$ cat src/rtl/ctkd_pkg.sv
`default_nettype none
package ctkd_pkg;

  // Defaults for the top-level parameters
  localparam int CAL_SAMPLES_DEF   = 10;
  localparam int TRIM_EACH_END_DEF = 2;
  localparam int COUNT_MAX_DEF     = 65535;

  localparam int COUNT_W = 16;
  localparam int CFG_IDX_W = 3;
  localparam int CFG_DATA_W = 16;

  // Register indexes
  localparam logic [CFG_IDX_W-1:0] REG_GATE_THRESHOLD        = 3'd0;
  localparam logic [CFG_IDX_W-1:0] REG_HOLDOFF_RELOAD        = 3'd1;
  localparam logic [CFG_IDX_W-1:0] REG_RELEASE_LEVEL         = 3'd2;
  localparam logic [CFG_IDX_W-1:0] REG_GROUP_SIZE_NORMAL     = 3'd3;
  localparam logic [CFG_IDX_W-1:0] REG_GROUP_SIZE_CONTINUOUS = 3'd4;

  // Register reset values
  localparam logic [15:0] GATE_THRESHOLD_RST        = 16'd80;
  localparam logic [2:0]  HOLDOFF_RELOAD_RST        = 3'd5;
  localparam logic [2:0]  RELEASE_LEVEL_RST         = 3'd2;
  localparam logic [2:0]  GROUP_SIZE_NORMAL_RST     = 3'd3;
  localparam logic [2:0]  GROUP_SIZE_CONTINUOUS_RST = 3'd6;

  // Scan phase codes
  localparam logic [1:0] PH_IDLE   = 2'd0;
  localparam logic [1:0] PH_FIRST  = 2'd1;
  localparam logic [1:0] PH_SECOND = 2'd2;

  // Input kind / result kind codes
  localparam logic KIND_SCAN = 1'b0;
  localparam logic KIND_CAL  = 1'b1;

  typedef struct packed {
    logic        kind;
    logic [15:0] charge_count;
    logic        continuous_mode;
  } in_t;

  typedef struct packed {
    logic        result_kind;
    logic        touched;
    logic        calibration_failed;
    logic [15:0] baseline_value;
    logic [15:0] group_maximum;
  } out_t;

  // Controller -> datapath
  typedef struct packed {
    logic capture;     // latch input beat
    logic cal_insert;  // insert calibration count into sorted store
    logic sum_start;   // clear accumulator, point at first kept entry
    logic sum_step;    // add one sorted entry
    logic div_step;    // reciprocal multiply, latch the mean
    logic scan_apply;  // commit scan state update
    logic cal_load;    // commit baseline, load calibration result
  } cmd_t;

  // Datapath -> controller
  typedef struct packed {
    logic is_cal;
    logic cal_last;
    logic scan_result;
    logic sum_last;
  } status_t;

endpackage
`default_nettype wire

$ cat src/rtl/ctkd_dp.sv
`default_nettype none
module ctkd_dp #(
  parameter int CAL_SAMPLES   = 10,
  parameter int TRIM_EACH_END = 2,
  parameter int COUNT_MAX     = 65535
) (
  input  wire logic                        clk,
  input  wire logic                        rst,
  input  wire ctkd_pkg::in_t               in_data,
  input  wire logic                        cfg_we,
  input  wire logic [ctkd_pkg::CFG_IDX_W-1:0]  cfg_index,
  input  wire logic [ctkd_pkg::CFG_DATA_W-1:0] cfg_data,
  input  wire ctkd_pkg::cmd_t              cmd,
  output ctkd_pkg::status_t                status,
  output ctkd_pkg::out_t                   out_data
);
  import ctkd_pkg::*;

  localparam int LO   = (2 * TRIM_EACH_END < CAL_SAMPLES) ? TRIM_EACH_END : 0;
  localparam int HI   = (2 * TRIM_EACH_END < CAL_SAMPLES) ? CAL_SAMPLES - TRIM_EACH_END
                                                          : CAL_SAMPLES;
  localparam int NAVG = HI - LO;
  localparam int IW   = $clog2(CAL_SAMPLES);
  localparam int SUMW = COUNT_W + $clog2(CAL_SAMPLES);
  // Reciprocal of the kept-entry count, rounded up; RK leaves enough fraction
  // bits that the product's upper bits are the exact floor mean for any sum.
  localparam int RK   = SUMW + $clog2(NAVG);
  localparam int PW   = SUMW + RK + 1;
  localparam logic [RK:0] RECIP = (RK+1)'(((longint'(1) << RK) + longint'(NAVG)
                                           - longint'(1)) / longint'(NAVG));
  localparam logic [15:0] CMAX = 16'(COUNT_MAX);
  localparam logic [15:0] HALF = 16'(COUNT_MAX / 2);

  // Config registers
  logic [15:0] gate_threshold;
  logic [2:0]  holdoff_reload;
  logic [2:0]  release_level;
  logic [2:0]  group_size_normal;
  logic [2:0]  group_size_continuous;

  always_ff @(posedge clk) begin
    if (rst) begin
      gate_threshold        <= GATE_THRESHOLD_RST;
      holdoff_reload        <= HOLDOFF_RELOAD_RST;
      release_level         <= RELEASE_LEVEL_RST;
      group_size_normal     <= GROUP_SIZE_NORMAL_RST;
      group_size_continuous <= GROUP_SIZE_CONTINUOUS_RST;
    end else if (cfg_we) begin
      case (cfg_index)
        REG_GATE_THRESHOLD:        gate_threshold        <= cfg_data;
        REG_HOLDOFF_RELOAD:        holdoff_reload        <= cfg_data[2:0];
        REG_RELEASE_LEVEL:         release_level         <= cfg_data[2:0];
        REG_GROUP_SIZE_NORMAL:     group_size_normal     <= cfg_data[2:0];
        REG_GROUP_SIZE_CONTINUOUS: group_size_continuous <= cfg_data[2:0];
        default: ;
      endcase
    end
  end

  // Input beat register
  in_t in_q;
  always_ff @(posedge clk) begin
    if (cmd.capture) begin
      in_q <= in_data;
    end
  end

  logic [15:0] count_sat;
  assign count_sat = (in_q.charge_count > CMAX) ? CMAX : in_q.charge_count;

  // ---------------- Calibration: insertion-sorted store ----------------
  logic [15:0]   sorted [CAL_SAMPLES];
  logic [15:0]   sorted_next [CAL_SAMPLES];
  logic [CAL_SAMPLES-1:0] le;
  logic [IW-1:0] cal_idx;

  always_comb begin
    for (int i = 0; i < CAL_SAMPLES; i++) begin
      le[i] = (IW'(i) < cal_idx) && (sorted[i] <= count_sat);
    end
    sorted_next[0] = le[0] ? sorted[0] : count_sat;
    for (int i = 1; i < CAL_SAMPLES; i++) begin
      if (le[i]) begin
        sorted_next[i] = sorted[i];
      end else if (le[i-1]) begin
        sorted_next[i] = count_sat;
      end else begin
        sorted_next[i] = sorted[i-1];
      end
    end
  end

  always_ff @(posedge clk) begin
    if (cmd.cal_insert) begin
      for (int i = 0; i < CAL_SAMPLES; i++) begin
        sorted[i] <= sorted_next[i];
      end
    end
  end

  logic cal_last;
  assign cal_last = (cal_idx == IW'(CAL_SAMPLES - 1));

  always_ff @(posedge clk) begin
    if (rst) begin
      cal_idx <= '0;
    end else if (cmd.cal_insert) begin
      cal_idx <= cal_last ? '0 : cal_idx + 1'b1;
    end
  end

  // Trimmed sum, one entry per cycle
  logic [SUMW-1:0] acc;
  logic [SUMW-1:0] acc_next;
  logic [IW-1:0]   sum_ptr;
  logic            sum_last;
  assign acc_next = acc + SUMW'(sorted[sum_ptr]);
  assign sum_last = (sum_ptr == IW'(HI - 1));

  // Mean by reciprocal multiply, latched in the cycle after the sum is complete
  logic [PW-1:0]   prod;
  logic [15:0]     quo;
  assign prod = PW'(acc) * PW'(RECIP);

  always_ff @(posedge clk) begin
    if (cmd.sum_start) begin
      acc     <= '0;
      sum_ptr <= IW'(LO);
    end else if (cmd.sum_step) begin
      acc     <= acc_next;
      sum_ptr <= sum_ptr + 1'b1;
    end else if (cmd.div_step) begin
      quo     <= prod[RK +: 16];
    end
  end

  // ---------------- Scan path ----------------
  logic [15:0] baseline;
  logic [2:0]  holdoff;
  logic [1:0]  phase;
  logic [2:0]  pos;
  logic [15:0] run_max;
  logic [2:0]  latched_size;

  logic        first;
  logic [2:0]  size_pick;
  logic [2:0]  size_eff;
  logic [2:0]  hold0;
  logic [15:0] max0;
  logic [15:0] max_new;
  logic [2:0]  pos_new;
  logic        group_end;
  logic [16:0] limit;
  logic        above;
  logic [1:0]  phase_cur;
  logic        to_second;
  logic        scan_result;
  logic        touch;
  logic [2:0]  hold_pre;
  logic [2:0]  hold_fin;

  always_comb begin
    first     = (phase == PH_IDLE);
    size_pick = in_q.continuous_mode ? group_size_continuous : group_size_normal;
    size_eff  = first ? ((size_pick == 3'd0) ? 3'd1 : size_pick) : latched_size;
    hold0     = (first && in_q.continuous_mode) ? 3'd0 : holdoff;
    max0      = first ? 16'd0 : run_max;
    max_new   = (count_sat > max0) ? count_sat : max0;
    pos_new   = (first ? 3'd0 : pos) + 3'd1;
    group_end = (pos_new >= size_eff);
    limit     = {1'b0, baseline} + {1'b0, gate_threshold};
    above     = ({1'b0, max_new} > limit);
    phase_cur = first ? PH_FIRST : phase;
    to_second = (phase_cur == PH_FIRST) && above;
    scan_result = group_end && !to_second;
    if (phase_cur == PH_FIRST) begin
      touch    = 1'b0;
      hold_pre = (hold0 > release_level) ? release_level : hold0;
    end else begin
      touch    = (hold0 == 3'd0) && above;
      hold_pre = holdoff_reload;
    end
    hold_fin = (hold_pre != 3'd0) ? hold_pre - 3'd1 : 3'd0;
  end

  always_ff @(posedge clk) begin
    if (rst) begin
      holdoff      <= '0;
      phase        <= PH_IDLE;
      pos          <= '0;
      run_max      <= '0;
      latched_size <= '0;
    end else if (cmd.scan_apply) begin
      latched_size <= size_eff;
      if (!group_end) begin
        phase   <= phase_cur;
        pos     <= pos_new;
        run_max <= max_new;
        holdoff <= hold0;
      end else begin
        pos     <= '0;
        run_max <= '0;
        if (to_second) begin
          phase   <= PH_SECOND;
          holdoff <= hold0;
        end else begin
          phase   <= PH_IDLE;
          holdoff <= hold_fin;
        end
      end
    end
  end

  always_ff @(posedge clk) begin
    if (rst) begin
      baseline <= '0;
    end else if (cmd.cal_load) begin
      baseline <= quo;
    end
  end

  // Result payload
  always_ff @(posedge clk) begin
    if (cmd.cal_load) begin
      out_data.result_kind        <= KIND_CAL;
      out_data.touched            <= 1'b0;
      out_data.calibration_failed <= (quo > HALF);
      out_data.baseline_value     <= quo;
      out_data.group_maximum      <= 16'd0;
    end else if (cmd.scan_apply && scan_result) begin
      out_data.result_kind        <= KIND_SCAN;
      out_data.touched            <= touch;
      out_data.calibration_failed <= 1'b0;
      out_data.baseline_value     <= baseline;
      out_data.group_maximum      <= max_new;
    end
  end

  always_comb begin
    status.is_cal      = (in_q.kind == KIND_CAL);
    status.cal_last    = cal_last;
    status.scan_result = scan_result;
    status.sum_last    = sum_last;
  end

  // Group position always stays below the latched group size mid-scan
  a_pos_bound: assert property (@(posedge clk) disable iff (rst)
    (phase != PH_IDLE) |-> (pos < latched_size))
    else $error("group position reached latched group size");

endmodule
`default_nettype wire

$ cat src/rtl/ctkd_ctrl.sv
`default_nettype none
module ctkd_ctrl (
  input  wire logic              clk,
  input  wire logic              rst,
  input  wire logic              in_valid,
  output logic                   in_ready,
  output logic                   out_valid,
  input  wire logic              out_ready,
  input  wire ctkd_pkg::status_t status,
  output ctkd_pkg::cmd_t         cmd
);
  import ctkd_pkg::*;

  localparam logic [2:0] ST_IDLE   = 3'd0;
  localparam logic [2:0] ST_EXEC   = 3'd1;
  localparam logic [2:0] ST_SUM    = 3'd2;
  localparam logic [2:0] ST_DIV    = 3'd3;
  localparam logic [2:0] ST_CALOUT = 3'd4;

  logic [2:0] state;
  logic [2:0] state_next;
  logic       slot_free;
  logic       out_load;

  assign slot_free = !out_valid || out_ready;
  assign in_ready  = (state == ST_IDLE);

  always_comb begin
    state_next = state;
    cmd        = '0;
    out_load   = 1'b0;
    case (state)
      ST_IDLE: begin
        if (in_valid) begin
          cmd.capture = 1'b1;
          state_next  = ST_EXEC;
        end
      end
      ST_EXEC: begin
        if (status.is_cal) begin
          cmd.cal_insert = 1'b1;
          if (status.cal_last) begin
            cmd.sum_start = 1'b1;
            state_next    = ST_SUM;
          end else begin
            state_next = ST_IDLE;
          end
        end else if (!status.scan_result || slot_free) begin
          cmd.scan_apply = 1'b1;
          out_load       = status.scan_result;
          state_next     = ST_IDLE;
        end
      end
      ST_SUM: begin
        cmd.sum_step = 1'b1;
        if (status.sum_last) begin
          state_next = ST_DIV;
        end
      end
      ST_DIV: begin
        cmd.div_step = 1'b1;
        state_next   = ST_CALOUT;
      end
      ST_CALOUT: begin
        if (slot_free) begin
          cmd.cal_load = 1'b1;
          out_load     = 1'b1;
          state_next   = ST_IDLE;
        end
      end
      default: begin
        state_next = ST_IDLE;
      end
    endcase
  end

  always_ff @(posedge clk) begin
    if (rst) begin
      state     <= ST_IDLE;
      out_valid <= 1'b0;
    end else begin
      state <= state_next;
      if (out_load) begin
        out_valid <= 1'b1;
      end else if (out_ready) begin
        out_valid <= 1'b0;
      end
    end
  end

  // Never overwrite a result that has not been taken
  a_no_overwrite: assert property (@(posedge clk) disable iff (rst)
    out_load |-> (!out_valid || out_ready))
    else $error("result overwritten while waiting");

  // Averaging only follows the last calibration beat
  a_sum_entry: assert property (@(posedge clk) disable iff (rst)
    (state == ST_SUM) |-> ($past(state) == ST_EXEC || $past(state) == ST_SUM))
    else $error("sum phase entered out of sequence");

  // A calibration result comes only after the mean has been formed
  a_calout_entry: assert property (@(posedge clk) disable iff (rst)
    (state == ST_CALOUT) |-> ($past(state) == ST_DIV || $past(state) == ST_CALOUT))
    else $error("calibration result without divide");

endmodule
`default_nettype wire

$ cat src/rtl/capacitive_touch_key_detector.sv
`default_nettype none
// Capacitive touch key detector (charge-time method). Each input beat is one
// charge-time count, tagged as scan or calibration. Calibration counts are
// insertion-sorted into a CAL_SAMPLES-entry register row as they arrive; the
// last one triggers a trimmed mean (TRIM_EACH_END dropped at each end) that
// becomes the new baseline and yields a calibration result, flagged as failed
// when the baseline exceeds COUNT_MAX/2. Scan counts form groups (size from
// the group-size registers, chosen by continuous_mode at the first count of a
// scan); a first group above baseline + gate_threshold starts a second group
// that decides the touch, with a hold-off counter suppressing repeats.
// Sequencing: a scan count or a non-final calibration count is captured and
// then executed before the block is ready again. The final calibration count
// also runs the one-entry-per-cycle summation, a reciprocal multiply for the
// mean and the result load. A result waiting in the output register only
// holds up the block when the next beat itself produces a result.
// Configuration registers are written through cfg_we/cfg_index/cfg_data and
// take effect on the next beat; write them only while the block is idle.
module capacitive_touch_key_detector #(
  parameter int CAL_SAMPLES   = ctkd_pkg::CAL_SAMPLES_DEF,
  parameter int TRIM_EACH_END = ctkd_pkg::TRIM_EACH_END_DEF,
  parameter int COUNT_MAX     = ctkd_pkg::COUNT_MAX_DEF
) (
  input  wire logic                            clk,
  input  wire logic                            rst,
  // input channel
  input  wire logic                            in_valid,
  output logic                                 in_ready,
  input  wire ctkd_pkg::in_t                   in_data,
  // result channel
  output logic                                 out_valid,
  input  wire logic                            out_ready,
  output ctkd_pkg::out_t                       out_data,
  // configuration write port
  input  wire logic                            cfg_we,
  input  wire logic [ctkd_pkg::CFG_IDX_W-1:0]  cfg_index,
  input  wire logic [ctkd_pkg::CFG_DATA_W-1:0] cfg_data
);
  import ctkd_pkg::*;

  cmd_t    cmd;
  status_t status;

  // Sequencer: accept, execute, and for the last calibration beat the
  // sum / divide / publish steps.
  ctkd_ctrl u_ctrl (
    .clk       (clk),
    .rst       (rst),
    .in_valid  (in_valid),
    .in_ready  (in_ready),
    .out_valid (out_valid),
    .out_ready (out_ready),
    .status    (status),
    .cmd       (cmd)
  );

  // Config registers, sorted store, accumulator, divider, scan state and
  // the result register.
  ctkd_dp #(
    .CAL_SAMPLES   (CAL_SAMPLES),
    .TRIM_EACH_END (TRIM_EACH_END),
    .COUNT_MAX     (COUNT_MAX)
  ) u_dp (
    .clk       (clk),
    .rst       (rst),
    .in_data   (in_data),
    .cfg_we    (cfg_we),
    .cfg_index (cfg_index),
    .cfg_data  (cfg_data),
    .cmd       (cmd),
    .status    (status),
    .out_data  (out_data)
  );

endmodule
`default_nettype wire

$ cat config.mk
export PLATFORM = sky130hd
export DESIGN_NAME = capacitive_touch_key_detector
export DESIGN_NICKNAME = d
export VERILOG_FILES = /design/src/rtl/ctkd_pkg.sv /design/src/rtl/ctkd_dp.sv /design/src/rtl/ctkd_ctrl.sv /design/src/rtl/capacitive_touch_key_detector.sv
export SDC_FILE = /design/constraint.sdc
export NUM_CORES = 1
export LEC_CHECK = 0
export BUFFER_PORTS_ARGS = -buffer_cell sky130_fd_sc_hd__buf_2
export CORE_ASPECT_RATIO = 0.9
export CORE_UTILIZATION = 58
export CTS_CLUSTER_SIZE = 30
export DETAILED_ROUTE_END_ITERATION = 10
export GPL_TIMING_DRIVEN = 0
export PLACE_DENSITY_LB_ADDON = 0.1
export SYNTH_ARGS = -nofsm -noshare
export SYNTH_HDL_FRONTEND = slang
export SYNTH_SLANG_ARGS = --single-unit
$ cat constraint.sdc
create_clock -name clk -period 6.1 [get_ports clk]
set_clock_uncertainty 0.15 [all_clocks]
set_input_delay 0.61 -clock clk [delete_from_list [all_inputs] [get_ports clk]]
set_output_delay 0.61 -clock clk [all_outputs]
set_load 0.01 [all_outputs]
---- Yosys cells after proc, flatten, opt, wreduce, memory -nomap -nowiden ----
Memory sizes are Yosys's and may differ from the RTL's. A register that Yosys moved wholly into a read port is not among the register bits.
Index checks and enable logic that the tools add are counted.
cells by class
  $add $sub $neg .......................... 6
  multipliers ............................. 1
  $lt $le $gt $ge ......................... 26
  eq/ne operators ......................... 15
  muxes and demuxes ....................... 69
  bitwise gates (word level) .............. 2
  reductions and logical operators ........ 35
operators by type and width
  cell                    number
  $mux 16                 23
  $le 16x16->1            10
  $mux 33                 2
  $mux 3                  16
  $mul 20x20->38 const B  1
  $add 20x16->20          1
  $add 16x16->17          1
  $gt 16x17->1            1
  $mux 1                  17
  $gt 16x15->1 const B    1
  $gt 16x16->1            1
  $gt 16x16->1 const B    1
  $lt 3x4->1 const A      4
  $logic_and 1x1->1       15
  $pmux 3 s5              1
  $eq 3x2->1 const B      4
  $logic_not 3->1         4
  $mux 2                  6
  $mux 4                  3
  $reduce_and 2->1        5
  $add 4x1->4 const B     2
  $lt 1x4->1 const A      2
  $lt 2x4->1 const A      2
  $lt 4x4->1 const A      2
  other kinds (21)        29
word-level totals
  bits in registers ....................... 172
  RAM bits ................................ 160
  input bits .............................. 42
  output and inout bits ................... 37
  logic and storage cells ................. 180
  memories kept ........................... 1
memories
  memory       depth  bits a word  read ports  clocked after Yosys merged registers in  write ports  RTL line       RTL
  u_dp.sorted  10     16           11          1                                        10           ctkd_dp.sv:72  logic [15:0] sorted [CAL_SAMPLES];

---- Logic depth before layout (Yosys ltp) ----
Gate-level depths: netlist (run 1).
  depth after elaboration ................. 16
  gate-level depth with buffers ........... 30
  mapped depth without buffers ............ 25

---- Cells and area by module ----
From an unflattened synthesis (run 1), not the netlist that was laid out.
second synthesis, totals
  cell total of the unflattened synthesis .. 3078
  area, all modules ....................... 29876.2 µm²
modules (own cells, without submodules)
  module     times used  cells an instance  area an instance (µm²)  sequential area each (µm²)
  ctkd_dp    1           3047               29619.7                 8758.4
  ctkd_ctrl  1           31                 256.5                   80.1

---- Least setup slack after synthesis (run 1) ----
Ideal clock, no wire load.
  path type ............................... flip-flop to flip-flop
  from .................................... register u_dp.acc[12]
  to ...................................... register u_dp.quo[15] (data pin)
  library setup time ...................... 260 ps
  arrival ................................. 5515 ps
  required time ........................... 5690 ps
  path slack .............................. 175 ps
  stages on the path, launching flop included .. 24
  buffers on the path ..................... 0
  cells stage by stage .................... dfxtp_1 > ha_1 > ha_1 > inv_1 > fa_1 > inv_1 > fa_1 > inv_1 > fa_1 > inv_1 > fa_1 > fa_1 > ha_1 > nand4_1 > o21bai_1 > o2111ai_1 > nand3_1 > a31oi_1 > nor2_1 > o211ai_1 > a41o_1 > inv_1 > a21oi_1 > xnor2_1
on the way
  word-level cells in the longest chain between the ends .. 1
RTL lines
  what                      RTL line        RTL
  start: declaration        ctkd_dp.sv:113  logic [SUMW-1:0] acc;
  start signal: assignment  ctkd_dp.sv:130  acc <= acc_next;
  $mul 20x20->38            ctkd_dp.sv:123  assign prod = PW'(acc) * PW'(RECIP);
  net u_dp.prod[38]         ctkd_dp.sv:121  logic [PW-1:0] prod;
  end signal: assignment    ctkd_dp.sv:133  quo <= prod[RK +: 16];
  end: declaration          ctkd_dp.sv:122  logic [15:0] quo;
The timed path passes the listed nets, and every way through them passes these cells.
A chain may end at the register's enable or synchronous reset.

---- Final worst setup path (run 1) ----
  from .................................... register u_dp.acc[12]
  to ...................................... register u_dp.quo[7] (data pin)
Same word-level chain as after synthesis.

==> out/metrics.cfg, run 1 <==
[status]
status = complete, no violations

[final_layout]
regArea_um2 = 8902
layout-drive-gt1-share = 0.1913
fillers = 3430
syn2layout_area_growth_pct = 13.91
final_util = 0.6708
layout_common_cells = ha_1 (383), inv_1 (282), edfxtp_1 (211)
final_nets = 3245
final_cell_area_um2 = 30500
final_common_cell = ha_1
multi_input_area_um2 = 17000

[setup_path]
critPathRequiredTime_ns = 6.25
cp-startpoint = u_dp.acc[12]
cp-end-kind = flip-flop
crit_arrival_ns = 6.16
r2r-start = u_dp.acc[12]
crit_type = flip-flop to flip-flop
startpoint_type = flip-flop
cp_max_fo = 4

[power]
leakage_nw = 13.26
fin_total_pwr_w = 0.01566
power_density_nw_per_um2 = 513.4
ir_worst_vdd_mv = 0.8863

[min_path]
min_from = in_data[0]
hp-class = input port to flip-flop

[global_routing]
grt_pass1_vias = 20059
grt_pass1_wl_um = 110300
gr-usage-all-layers = 0.3057
antenna_found_initial = 2
grt_overflow = 0
grt_max_degree = 19

[floorplan]
row_count = 74
core-area_um2 = 45460
start_util = 0.5889
die_y_um = 205.8
die_w_um = 228.5
ios = 79
die_area_um2 = 47020

[synth]
async_reset_ff_frac = 0
yosysWarnings = 0
syn_area_per_cell_um2 = 10.86
synthCells = 2466
synth_top_flop_cell = edfxtp_1
synth_edf_count = 211
ys_ff_latch = 336
yosysUniqueCellTypes = 75
synth_seq_area_share = 0.3301
syn_area_um2 = 26770
synthesis.nets = 3059

[placed_design]
postPlaceCellArea_um2 = 27940
portBuffers = 78
place_congestion = 0.9062
place_hpwl_um = 56260

[timing]
fmax_mhz = 166.4
slew_violations = 0
layout_min_cycle_time_ns = 6.011
setup_violations = 0
worst_pin_slew_ns = 1.332
rsz0062_at_grt = yes
whs_ns = 0.07263
fin_setup_tns_ns = 0
min_period_over_period = 0.9854
relSlewSlack = 0.1089
hold_viol_final = 0

[detailed_routing]
ant_nets = 0
wirelength_um = 70910
vias = 19712
wire_per_inst_um = 21.55
remaining_drc_errors = 0
drt_pass1_iterations = 5
drtIter0Drc = 1601
vias_per_cell = 5.990

[cts]
numCtsBuffers = 39
cts_root_buf = clkbuf_16
cts_tree = built
cts_sinks = 336
clkSlewWorstSetupHoldPaths_ns = 0.06
h-tree-depth = 2
clockBufferDepth = 3
insertion_delay_ns = 0.57

[job]
max_cap_violations = 0

## state kept, by name, indices dropped and copies added, names as in the netlist, named ones only
register	count
u_dp.group_size_continuous	3
u_dp.sum_ptr	4
u_dp.baseline	16
u_dp.release_level	3
u_dp.run_max	16
u_ctrl.state	3
u_dp.in_q	17
u_dp.latched_size	3
u_dp.acc	20
u_dp.status	1
u_dp.group_size_normal	3
u_dp.pos	3
u_dp.phase	2
u_ctrl.out_valid	1
u_dp.cal_idx	4
u_dp.out_data	35
u_dp.holdoff_reload	3
u_dp.quo	16
u_dp.sorted	160
u_dp.holdoff	3
u_dp.gate_threshold	16
## cells by family after synthesis
kind of cell    synth area share
mux                       0.1070
xor+xnor                 0.01832
simple gates             0.08735
flops                     0.3301
buf+inv                  0.05440
compound gates            0.1058
fa+ha+maj                 0.2970
## per-layer routing
| layer | global-route usage | part of all wire | vias to the layer above |
|---|---|---|---|
| li1 | - | - | 9177 |
| met1 | 0.4259 | 0.44 | 9670 |
| met2 | 0.4835 | 0.45 | 737 |
| met3 | 0.04739 | 0.075 | 126 |
| met4 | 0.1119 | 0.034 | 2 |
| met5 | 0 | 0.00016 | - |
## layout make-up
class	count	area share
Multi-Input combinational cell	1759	0.5574
Sequential cell	336	0.2919
Clock buffer	56	0.04029
Inverter	294	0.03643
Timing Repair Buffer	146	0.03167
Tap cell	608	0.02494
Buffer	76	0.01239
Clock inverter	15	0.004923
Antenna cell	1	0.00008205
## stage by stage
step           instances  setup WS (ns)
3_3_place_gp        3152         -1.387
3_5_place_dp        3153         -1.525
5_1_grt             3290        -0.1175
2_1_floorplan       2466         0.1752
4_1_cts             3251       0.001535
6_report            3291        0.08914
## cell usage after synthesis, drive strengths merged, types with 3 or more instances
cell type,count,area share
ha,410,0.19
inv,292,0.041
edfxtp,211,0.24
nand2,209,0.029
a21oi,154,0.029
fa,141,0.11
mux2,138,0.058
dfxtp,125,0.093
nor2,89,0.013
o21ai,65,0.013
mux2i,59,0.022
clkbuf,51,0.0072
nor2b,50,0.012
o21a,50,0.014
a21o,49,0.014
nand4,43,0.010
xnor2,37,0.012
mux4,32,0.027
buf,26,0.0060
nand2b,23,0.0054
nand3,23,0.0043
a211oi,22,0.0064
nor3,20,0.0042
xor2,19,0.0062
a22o,17,0.0056
and2,11,0.0026
o21bai,10,0.0029
o211ai,9,0.0025
a211o,7,0.0023
a31oi,7,0.0016
nor4,7,0.0016
a2111oi,6,0.0027
o31ai,6,0.0027
or3,6,0.0014
and4,4,0.0013
o32a,3,0.0011
## critical path: stages, from the launching register on
cell,delay (ns)
dfxtp_4,0.37
ha_4,0.27
ha_4,0.26
inv_2,0.03
fa_1,0.48
inv_2,0.04
fa_1,0.55
inv_2,0.04
fa_1,0.49
inv_2,0.04
fa_1,0.49
fa_1,0.44
ha_1,0.32
nand4_1,0.14
o21bai_1,0.09
o2111ai_2,0.24
nand3_4,0.14
a31oi_4,0.29
buf_6,0.16
nor2b_4,0.04
o21a_1,0.20
nor2_2,0.13
nor2b_1,0.06
nor2_1,0.13
xnor2_1,0.13
## worst paths after layout
kind / end / slack, ns / depth (start not counted)
worst min-delay path: u_dp.in_q[0] / 0.07 / 1
worst min register to register: u_dp.out_data[34] / 0.29 / 2
worst max-delay path: u_dp.quo[7] / 0.09 / 24
worst max register to register: u_dp.quo[7] / 0.09 / 24
## report_power, final
part / internal, W / switching, W
registers: 0.00283 / 0.000115
clock network: 0.00150 / 0.00101
logic: 0.00478 / 0.00542
total: 0.00911 / 0.00654
## repair_timing
item | in CTS | in global routing
pin swaps | 15 | 71
gates resized for setup | 82 | 56
gates cloned | 0 | 0
buffers inserted | 28 | 38
endpoints found under the setup margin | 95 | 88
hold buffers | 0 | 0
Note: power is estimated with default switching activity, not from simulation.
==> inputs of run 2 (changes only) <==
- CORE_UTILIZATION: 58 -> 64
- clock period: 6.1 -> 6.8 ns (I/O delays scaled with it)
==> out/metrics.cfg, run 2 (synthesis gave the netlist of run 1 again) <==
[detailed_routing]
ant_nets = 0  ; unchanged
wire_per_inst_um = 21.62  ; was 21.55 µm
vias = 19443  ; was 19.71k
remaining_drc_errors = 0  ; unchanged
drt_pass1_iterations = 6  ; was 5
wirelength_um = 68280  ; was 70910 µm
vias_per_cell = 6.157  ; was 5.990
drtIter0Drc = 1632  ; was 1601

[global_routing]
grt_max_degree = 19  ; unchanged
grt_pass1_vias = 19762  ; was 20.06k
antenna_found_initial = 0  ; was 2
gr-usage-all-layers = 0.3298  ; was 0.3057
grt_pass1_wl_um = 107900  ; was 110300 µm
grt_overflow = 0  ; unchanged

[cts]
cts_sinks = 336  ; unchanged
holdBufCountCts = 0  ; unchanged
cts_tree = built  ; unchanged
h-tree-depth = 2  ; unchanged
clkSlewWorstSetupHoldPaths_ns = 0.06  ; about the same
insertion_delay_ns = 0.57  ; about the same
clockBufferDepth = 3  ; unchanged
numCtsBuffers = 38  ; was 39
cts_root_buf = clkbuf_16  ; unchanged

[final_layout]
instances_no_fill = 3158  ; was 3291
layout_top_registers = u_dp.sorted: 160 flops, u_dp.out_data: 35 flops, u_dp.acc: 20 flops  ; unchanged
layout-drive-gt1-share = 0.1456  ; was 0.1913
final_common_cell = ha_1  ; unchanged
syn2layout_area_growth_pct = 9.099  ; was 13.91%
final_nets = 3180  ; was 3245
largest_register_ffs = 160  ; unchanged
layout_common_cells = ha_1 (408), inv_1 (291), edfxtp_1 (211)  ; was ha_1 (383), inv_1 (282), edfxtp_1 (211)
regMostFlops = u_dp.sorted  ; unchanged

[timing]
relSlewSlack = 0.1408  ; was 0.1089
min_period_over_period = 0.9613  ; was 0.9854
fmax_mhz = 153.0  ; was 166.4 MHz
setup_violations = 0  ; unchanged
hold_viol_final = 0  ; unchanged
whs_ns = 0.1496  ; was 0.07263 ns
worst_pin_slew_ns = 1.284  ; was 1.332 ns
layout_min_cycle_time_ns = 6.537  ; was 6.011 ns
fin_ws_ns = 0.2631  ; was 0.08914 ns
slew_violations = 0  ; unchanged

[power]
power_density_nw_per_um2 = 415.6  ; was 513.4 nW/µm²
fin_total_pwr_w = 0.01214  ; was 0.01566 W
ir_worst_vdd_mv = 0.6257  ; was 0.8863 mV
leakage_nw = 12.83  ; was 13.26 nW

[setup_path]
rrSetupSlack_ns = 0.26  ; was 0.09 ns
crit_arrival_ns = 6.68  ; was 6.16 ns
startpoint_type = flip-flop  ; unchanged
critPathRequiredTime_ns = 6.95  ; was 6.25 ns
cp_max_fo = 8  ; was 4
cp-end-kind = flip-flop  ; unchanged
crit_type = flip-flop to flip-flop  ; unchanged

[min_path]
hp-class = input port to flip-flop  ; unchanged

[placed_design]
portBuffers = 78  ; unchanged
place_hpwl_um = 55620  ; was 56260 µm
dp.cells = 3085  ; was 3153
place_congestion = 0.9305  ; was 0.9062
pre_cts_ws_ns = -0.6020  ; was -1.525 ns

[floorplan]
die_area_um2 = 42660  ; was 47020 µm²
ios = 79  ; unchanged
die_w_um = 217.6  ; was 228.5 µm
core-area_um2 = 40900  ; was 45460 µm²
die_y_um = 196.0  ; was 205.8 µm
start_util = 0.6546  ; was 0.5889
row_count = 70  ; was 74

[job]
max_cap_violations = 0  ; unchanged

[status]
status = complete, no violations  ; unchanged

==> run 2: cell type report <==
type	instances	area, µm²
flip-flops and latches	336	8865
repair buffers	82	436.7
clock inverters	22	185.2
clock buffers	48	1008
diodes	1	2.502
multi-input cells	1759	16570
plain buffers	76	359.1
fillers	2895	11690
inverters	294	1107
well taps	540	675.6
==> run 2: worst paths after layout <==
| kind | from | endpoint | depth (start not counted) |
|---|---|---|---|
| min | in_data[17] | u_dp.status[3] | 1 |
| min reg2reg | u_dp.out_data[34] | u_dp.out_data[34] | 2 |
| max | u_dp.acc[13] | u_dp.quo[15] | 23 |
| max reg2reg | u_dp.acc[13] | u_dp.quo[15] | 23 |
==> run 2: worst max-delay path: stages, from the launching register on <==
cell      delay (ns)
dfxtp_1         0.63
ha_1            0.40
ha_1            0.30
inv_1           0.05
fa_1            0.50
inv_1           0.05
fa_1            0.47
inv_1           0.06
fa_1            0.54
inv_1           0.06
fa_1            0.44
fa_1            0.45
ha_1            0.36
a21oi_1         0.24
o31ai_1         0.11
nand2_1         0.09
nand3_2         0.16
a31oi_4         0.31
nor2_1          0.12
o211ai_1        0.25
a41o_1          0.23
inv_1           0.05
a21oi_1         0.18
xnor2_1         0.09
==> run 2: metrics by stage <==
stage	area (µm²)	TNS, ns	utilization
global route	29210	-0.002794	0.7141
floorplan	26770	0	-
global placement	27840	-17.51	0.6806
finish	29210	0	0.7141
CTS	29140	0	0.7124
detailed placement	27860	-17.34	0.6811
==> run 2: what timing repair did <==
action,CTS,global route
endpoints found under the setup margin,79,80
gates resized for setup,19,21
setup buffers,2,1
pin swaps,0,1
==> run 2: layer usage <==
layer  vias up  global-route usage  share of wire
met5         -                   0              0
met4         0              0.1012          0.027
met3       103             0.04248          0.077
met2       739              0.5193           0.45
met1      9572              0.4749           0.44
li1       9029                   -              -
==> run 2: power by group <==
| group | switching [W] | internal, W | leakage [nW] |
|---|---|---|---|
| Clock | 0.000873 | 0.00114 | 0.578 |
| Sequential | 0.000117 | 0.00254 | 2.93 |
| Combinational | 0.00423 | 0.00325 | 9.32 |
